--- src/sv/fps_delay.sv ---
module fps_delay #(
  parameter int unsigned W = 8,
  parameter int unsigned N = 4
) (
  input  logic         clk_i,
  input  logic         rst_ni,
  input  logic         en_i,
  input  logic [W-1:0] d_i,
  output logic [W-1:0] q_o
);

  logic [W-1:0] dly_q [N];

  always_ff @(posedge clk_i or negedge rst_ni) begin
    if (!rst_ni) begin
      for (int i = 0; i < N; i++) dly_q[i] <= '0;
    end else if (en_i) begin
      dly_q[0] <= d_i;
      for (int i = 1; i < N; i++) dly_q[i] <= dly_q[i-1];
    end
  end

  assign q_o = dly_q[N-1];

endmodule

--- config.mk ---
export PLATFORM = sky130hd
export DESIGN_NAME = fps_delay
export DESIGN_NICKNAME = d
export VERILOG_FILES = /design/src/sv/fps_delay.sv
export SDC_FILE = /design/constraint.sdc
export NUM_CORES = 1
export LEC_CHECK = 0
export ABC_AREA = 1
export BUFFER_PORTS_ARGS = -buffer_cell sky130_fd_sc_hd__buf_2
export CAP_MARGIN = 25
export CORE_UTILIZATION = 34
export DETAILED_ROUTE_END_ITERATION = 10
export PLACE_DENSITY = 0.61
export SYNTH_ARGS = -nofsm -noshare
export SYNTH_HDL_FRONTEND = slang
export SYNTH_SLANG_ARGS = --single-unit
--- constraint.sdc ---
create_clock -name clk_i -period 0.8 [get_ports clk_i]
set_input_delay 0.04 -clock clk_i [delete_from_list [all_inputs] [get_ports clk_i]]
set_output_delay 0.04 -clock clk_i [all_outputs]
set_load 0.1 [all_outputs]
==> impl_metrics.yaml <==
placement:
  place_congestion: 0.722
  dpl_worst_slack_ns: 0.0478
  placed_cell_area_um2: 1510
  portBuffers: 18
  dpl.hpwl_mm: 1.28
route:
  num_vias: 907
  wl_mm: 2.10
  drt_iter0_drc: 17
  dr.pass1.iters: 4
  vias_per_cell: 4.14
  drc: 0
  ant_nets: 0
  post_drt_wl_per_cell_um: 9.60
critical_path:
  cp_num_buf_inv: 1
  worstPathRequired_ns: 0.76
  cp.arrival_ns: 0.88
  crit_family: "flip-flops"
  endpoint_kind: "output port"
  critPathKind: "flop to output port"
  max_stage_delay_ns: 0.41
  startpoint_type: "flop"
  worstPathCellList: "buf_12"
  cp_max_fo: 2
  crit_slowest_cell: "dfrtp_1"
cts:
  clk_latency_ns: 0.28
  clockBufferDepth: 2
  ctsResizeCount: 0
  clk_pin_slew_ns: 0.06
  numClockSinks: 32
  h-tree-depth: 2
  cts_root_buf: "clkbuf_8"
  cts_tree: "done"
  cts_made_buffers: 5
cells_and_area:
  register_area_um2: 801
  fin_area_um2: 1730
  nets: 181
  antenna_cells: 0
  final_core_util_pct: 46.2
  multiInputGateArea_um2: 388
  syn2layout_area_growth_pct: 27.7
  final_layout_size_suffix_gt1_share_pct: 26.3
  n_fill_cell: 381
synth:
  synthArstFlopShare_pct: 100
  netlist_instances: 144
  synth.most_common_cell: "nand2_1"
  synth-edff-count: 0
  avgSynthCellArea_um2: 9.41
  ys_ff_latch: 32
  ys_top_cells_by_count: "85 x nand2_1, 32 x dfrtp_1, 11 x nand2_2"
  netlist_area_um2: 1360
  yosys.area.top_type: "dfrtp_1"
  synth_area_leaders: "dfrtp_1 59%, nand2_1 24%, nand2_2 5.1%, buf_4 4.4%, clkbuf_8 3.0%"
  synth_largest_type_area_fraction_pct: 59.1
  ys.flop_type: "dfrtp_1"
  ys_types: 8
  synth_fp_nets: 155
  seq_area_frac_synth_pct: 59.1
  yosys_warnings: 0
job:
  max-cap-violations: 0
global_route:
  grt_max_degree: 33
  antenna_found_initial: 0
  grt_use_total_pct: 12.3
  grt_pass1_vias: 855
  grt_pass1_wl_mm: 3.76
  grt_overflow: 0
hold_path:
  hp-class: "input pin to flop"
sta:
  setup_tns_ns: -0.858
  worstMarginPinSlew_ns: 0.314
  finalSetupViolCount: 8
  fmaxAchievable_mhz: 1090
  slew_headroom_pct: 79.1
  post-route-period-util_pct: 115
  finalCriticalPeriod_ns: 0.917
  finalMaxSlewViolations: 0
  fin_skew_ns: 0.00139
  rsz0062_at_grt: "true"
  fin_ws_ns: -0.117
  hold_violations: 0
run_status:
  violations: "setup timing"
  status: "finished with violations"
floorplanning:
  core_region_area_um2: 3740
  pin_count: 19
  die_h_um: 65.1
  dieArea_um2: 4240
  die_width_um: 65.1
  initial_core_util_pct: 36.2
  num_rows: 22
pwr:
  leakage_nw: 0.929
  ir_worst_vdd_mv: 1.20
  powerDensity_nw_per_um2: 2450
-- logic make-up after synthesis --
kind of cell / Yosys count / synth area share, %
buffers and inverters: 16 / 12.3
DFF: 32 / 59.1
and+or+nand+nor: 96 / 28.6
-- timing repair --
item | 4_1_cts | 5_1_grt
endpoints found under the hold margin | 40 | 0
endpoints found under the setup margin | 8 | 9
hold buffers | 9 | 0
buffers inserted | 5 | 0
pin swaps | 0 | 0
-- where the power goes --
group	total (mW)	internal, mW	switching (mW)
Combinational	1.05	0.407	0.638
Sequential	1.94	1.81	0.133
Clock	1.26	0.685	0.577
-- area by class of cell --
type	count	share of cell area (%)
Clock buffer	6	4.77
Clock inverter	2	0.578
Inverter	1	0.651
Multi-Input combinational cell	96	22.4
Sequential cell	32	46.3
Tap cell	48	3.47
Timing Repair Buffer	34	21.8
-- final timing paths --
check	startpoint	endpoint	slack, ns	cells past startpoint
setup / recovery	q_o[1]$_DFFE_PN0P_	q_o[1]	-0.12	1
hold reg to reg	dly_q[30]$_DFFE_PN0P_	dly_q[22]$_DFFE_PN0P_	0.47	2
min in group asynchronous	rst_ni	dly_q[29]$_DFFE_PN0P_	0.24	3
max in group asynchronous	rst_ni	q_o[1]$_DFFE_PN0P_	0.40	3
hold / removal	en_i	dly_q[11]$_DFFE_PN0P_	0.14	3
setup reg to reg	q_o[2]$_DFFE_PN0P_	q_o[2]$_DFFE_PN0P_	0.04	3
-- through the flow --
| stage | std cells | total power [mW] | hold slack [ns] |
|---|---|---|---|
| finish | 219 | 4.25 | 0.136 |
| global route | 219 | 4.48 | 0.145 |
| CTS | 219 | 4.32 | 0.125 |
| detailed placement | 197 | 2.94 | 0.00905 |
| global placement | 197 | 2.93 | 0.00390 |
| floorplan | 144 | 2.67 | -0.256 |
-- sequential cells by signal, summed over array words and instances (netlist names) --
| register | flops |
|---|---|
| dly_q | 24 |
| q_o | 8 |
-- layer usage --
metal / up-vias / track usage (%) / wire length, um
met3: 5 / 5.73 / 109
met5: - / 0 / 0
li1: 471 / - / -
met1: 409 / 14.9 / 1010
met2: 22 / 18.1 / 936
met4: 0 / 6.52 / 49
-- cell usage in the layout (no fill, tap or decap) --
master          n
buf_2          10
dlygate4sd3_1   9
clkinv_2        2
nand2_1        85
clkbuf_8        6
buf_4           5
dfrtp_1        32
buf_12         10
nand2_2        11
inv_8           1
(Power assumes the default switching activity.)
