<file path="config.mk">
export PLATFORM = sky130hd
export DESIGN_NAME = fps_isqrt
export DESIGN_NICKNAME = d
export VERILOG_FILES = /design/src/sv/fps_isqrt.sv
export SDC_FILE = /design/constraint.sdc
export NUM_CORES = 2
export LEC_CHECK = 0
export BUFFER_PORTS_ARGS = -buffer_cell sky130_fd_sc_hd__buf_4
export CAP_MARGIN = 20
export CORE_MARGIN = 2
export CORE_UTILIZATION = 50
export DETAILED_ROUTE_END_ITERATION = 10
export PLACE_DENSITY = 0.62
export SYNTH_ARGS = -nofsm -noshare
export SYNTH_HDL_FRONTEND = slang
export SYNTH_MEMORY_MAX_BITS = 65536
export SYNTH_SLANG_ARGS = --single-unit
</file>
<file path="constraint.sdc">
create_clock -name clk_i -period 5.55 [get_ports clk_i]
set_clock_uncertainty 0.2 [all_clocks]
set_input_delay 0.2775 -clock clk_i [delete_from_list [all_inputs] [get_ports clk_i]]
set_output_delay 0.2775 -clock clk_i [all_outputs]
set_load 0.01 [all_outputs]
</file>
<file path="src/sv/fps_isqrt.sv">
// one result bit per stage; value passes alongside
module fps_isqrt #(
  parameter int unsigned W = 56
) (
  input  logic           clk_i,
  input  logic           en_i,
  input  logic [W-1:0]   val_i,
  output logic [W/2-1:0] root_o,
  output logic [W-1:0]   val_o
);

  localparam int unsigned STEPS = W / 2;

  logic [W:0]   n_q   [STEPS];
  logic [W:0]   res_q [STEPS];
  logic [W-1:0] val_q [STEPS];

  for (genvar i = 0; i < STEPS; i++) begin : g_step
    localparam logic [W:0] BIT = (W+1)'(1) << (W - 2 - 2*i);
    logic [W:0]   n_in, res_in, n_d, res_d, trial;
    logic [W-1:0] v_in;

    if (i == 0) begin : g_first
      assign n_in   = {1'b0, val_i};
      assign res_in = '0;
      assign v_in   = val_i;
    end else begin : g_next
      assign n_in   = n_q[i-1];
      assign res_in = res_q[i-1];
      assign v_in   = val_q[i-1];
    end

    always_comb begin
      trial = res_in + BIT;
      if (n_in >= trial) begin
        n_d   = n_in - trial;
        res_d = (res_in >> 1) + BIT;
      end else begin
        n_d   = n_in;
        res_d = res_in >> 1;
      end
    end

    always_ff @(posedge clk_i) begin
      if (en_i) begin
        n_q[i]   <= n_d;
        res_q[i] <= res_d;
        val_q[i] <= v_in;
      end
    end
  end

  assign root_o = res_q[STEPS-1][W/2-1:0];
  assign val_o  = val_q[STEPS-1];

endmodule

</file>
==> impl_metrics.env <==
export IMPL_worst_slack_ps=1100
export IMPL_synth_top_cell_by_area="edfxtp_1"
export IMPL_ir_worst_vdd_mv=0.265
export IMPL_min_period_ps=4450
export IMPL_met1_usage=0.275
export IMPL_synth_cell_types=87
export IMPL_setup_violations=0
export IMPL_synth_edff_count=2757
export IMPL_grt_busiest_layer="met2"
export IMPL_hold_path_class="in2reg"
export IMPL_drc=0
export IMPL_cp_end_kind="flip-flop"
export IMPL_fin_crit_sh=0.802
export IMPL_synthCells=8131
export IMPL_hold_ws_ps=85.6
export IMPL_utilization=0.572
export IMPL_ios=142
export IMPL_clockBufferDepth=4
export IMPL_power_frac_comb=0.150
export IMPL_cts_sinks=2757
export IMPL_ctsResizeCount=0
export IMPL_max_freq_mhz=225
export IMPL_drv_cap=0
export IMPL_rsz0062_at_grt="no"
export IMPL_worstPathArrival_ps=4870
export IMPL_syn_area_per_cell_um2=14.4
export IMPL_final_antenna_net_count=0
export IMPL_clk_pin_slew_worst_paths_ps=60
export IMPL_dp_slack_ps=1110
export IMPL_dpl_instance_area_um2=122000
export IMPL_power_leakage_nw=49.0
export IMPL_post_cts_buffers=0
export IMPL_maxSlewViolCount=0
export IMPL_powerDensity_nw_per_um2=410
export IMPL_hold_viol=0
export IMPL_fp_dieH_um=488
export IMPL_cts_root_buf="clkbuf_16"
export IMPL_grt_pass1_vias=66700
export IMPL_synthFlopType="edfxtp_1"
export IMPL_slew_headroom=0.189
export IMPL_crit_fanout=4
export IMPL_synthArstFlopShare=0
export IMPL_synth_seq_cells=2757
export IMPL_cts_buffers_inserted=305
export IMPL_p_int_mw=40.5
export IMPL_cts_tree="built"
export IMPL_setup_tns_ps=0
export IMPL_globalRouteOverflowTotal=0
export IMPL_fin_area_um2=133000
export IMPL_routed_wl_um=245000
export IMPL_grt_pass1_wl_um=380000
export IMPL_cp_required_ps=5970
export IMPL_num_vias=66400
export IMPL_synth_area_top_cells="edfxtp_1 71%, ha_1 4.6%, xor2_1 2.6%"
export IMPL_p_clk_frac=0.353
export IMPL_htree_levels=5
export IMPL_coreArea_um2=233000
export IMPL_met2_usage=0.338
export IMPL_antenna_found_initial=16
export IMPL_critPathLaunchType="flip-flop"
export IMPL_layout_area_overhead_vs_synth_pct=13.7
export IMPL_critical_path_class="reg2reg"
export IMPL_synth_nets=8621
export IMPL_seqPwrFrac=0.497
export IMPL_num_rows=177
export IMPL_gr_usage_all_layers=0.206
export IMPL_status="finished clean"
export IMPL_hpwl_um=176000
export IMPL_nets=9149
export IMPL_place_gp_congestion=0.918
export IMPL_clk_latency_ps=940
export IMPL_cts_hold_buf=113
export IMPL_dieArea_um2=238000
export IMPL_netlist_area_leader_share=0.707
export IMPL_vias_per_cell=5.53
export IMPL_yosysMostFrequentCell="edfxtp_1"
export IMPL_ys_warn_count=0
export IMPL_fill_cells=18100
export IMPL_netSwitchingFraction=0.259
export IMPL_p_switching_mw=14.1
export IMPL_ys_seq_area_frac=0.707
export IMPL_syn_area_um2=117000
export IMPL_start_util=0.503
export IMPL_numPortBuffers=141
export IMPL_routedWlPerCell_um=20.4
export IMPL_drtIter0Drc=5472
export IMPL_drive_gt1_frac=0.0864
export IMPL_dr_pass1_iters=5
export IMPL_die_x_um=488
export IMPL_grt_max_degree=201
export IMPL_globalRouteMet3Util=0.0395
export IMPL_synth_commonest_cells="2757 x edfxtp_1, 548 x inv_1, 525 x nor2_1, 481 x nand2_1, 463 x a21oi_1"
export IMPL_worst_pin_slew_ps=1200
power groups by stage:
stage / Sequential, mW / Clock (mW) / Combinational (mW)
after floorplan: 26.8 / 0 / 5.72
after global placement: 27.5 / 0 / 7.96
after detailed placement: 27.5 / 0 / 8.06
after CTS: 27.1 / 19.8 / 8.18
after global routing: 27.3 / 20.7 / 9.11
final: 27.1 / 19.3 / 8.20
through the flow:
step / total power [mW] / std cells
2_1_floorplan: 32.6 / 8131
3_3_place_gp: 35.4 / 11400
3_5_place_dp: 35.6 / 11400
4_1_cts: 55.1 / 12000
5_1_grt: 57.1 / 12000
6_report: 54.6 / 12000
worst paths after layout:
path	slack [ps]	end	depth (start not counted)	startpoint
worst min register to register	180	res_q[1][581]$_DFFE_PP_	0	res_q[1][525]$_DFFE_PP_
worst max-delay path	1100	n_q[1][452]$_DFFE_PP_	11	n_q[1][352]$_DFFE_PP_
worst min-delay path	90	n_q[0][54]$_DFFE_PP_	3	val_i[54]
worst max register to register	1100	n_q[1][452]$_DFFE_PP_	11	n_q[1][352]$_DFFE_PP_
registers in the layout, summed over array words and instances (netlist names):
| name | cells |
|---|---|
| val_q | 1568 |
| n_q | 783 |
| res_q | 406 |
routing by layer:
layer / up-vias / routed length (µm) / share of wire
met3: 489 / 14800 / 0.061
met5: - / 12 / 0.000049
met1: 32400 / 106000 / 0.43
met2: 1739 / 116000 / 0.47
li1: 31800 / - / -
met4: 2 / 8500 / 0.035
layout make-up:
type / count / area, µm² / area share
repair buffers: 345 / 3070 / 0.0230
well taps: 3132 / 3920 / 0.0294
flip-flops and latches: 2757 / 82800 / 0.622
clock inverters: 163 / 1610 / 0.0121
multi-input cells: 4701 / 31800 / 0.239
clock buffers: 361 / 7910 / 0.0594
diodes: 7 / 17.5 / 0.000132
inverters: 549 / 2060 / 0.0155
worst max-delay path, cell delays in order, from the launching register on:
cell and delay, ps:
edfxtp_1 400, ha_1 260, or3_1 380, o22ai_1 430, o22ai_1 280, o31ai_1 320, buf_4 200, o21ai_0 140
nor2b_1 180, nor4b_1 1000, nand3b_1 180, xnor2_1 200
cell usage in the layout, fill, tap and decap left out, types with 81 or more instances in the layout:
cell type / synthesis / final
nand2_1: 481 / 481
xor2_1: 347 / 347
nor3_1: 202 / 201
a21oi_1: 463 / 462
a21o_1: 138 / 138
nand4_1: 101 / 101
clkbuf_16: 0 / 308
inv_1: 548 / 548
o21ai_0: 285 / 285
o21a_1: 92 / 92
or3_1: 81 / 81
nor2_1: 525 / 525
xnor2_1: 335 / 335
dlygate4sd3_1: 0 / 113
nor4_1: 246 / 246
edfxtp_1: 2757 / 2757
nand3_1: 131 / 131
ha_1: 432 / 432
buf_4: 1 / 212
cells by family after synthesis:
family	synth area share
XOR/XNOR	0.0512
flip-flops	0.707
buffers and inverters	0.0218
multiplexers	0.00855
AND/OR/NAND/NOR	0.0942
AO/OA/AOI/OAI	0.0709
adder cells (fa/ha/maj)	0.0462
(Power assumes the default switching activity.)
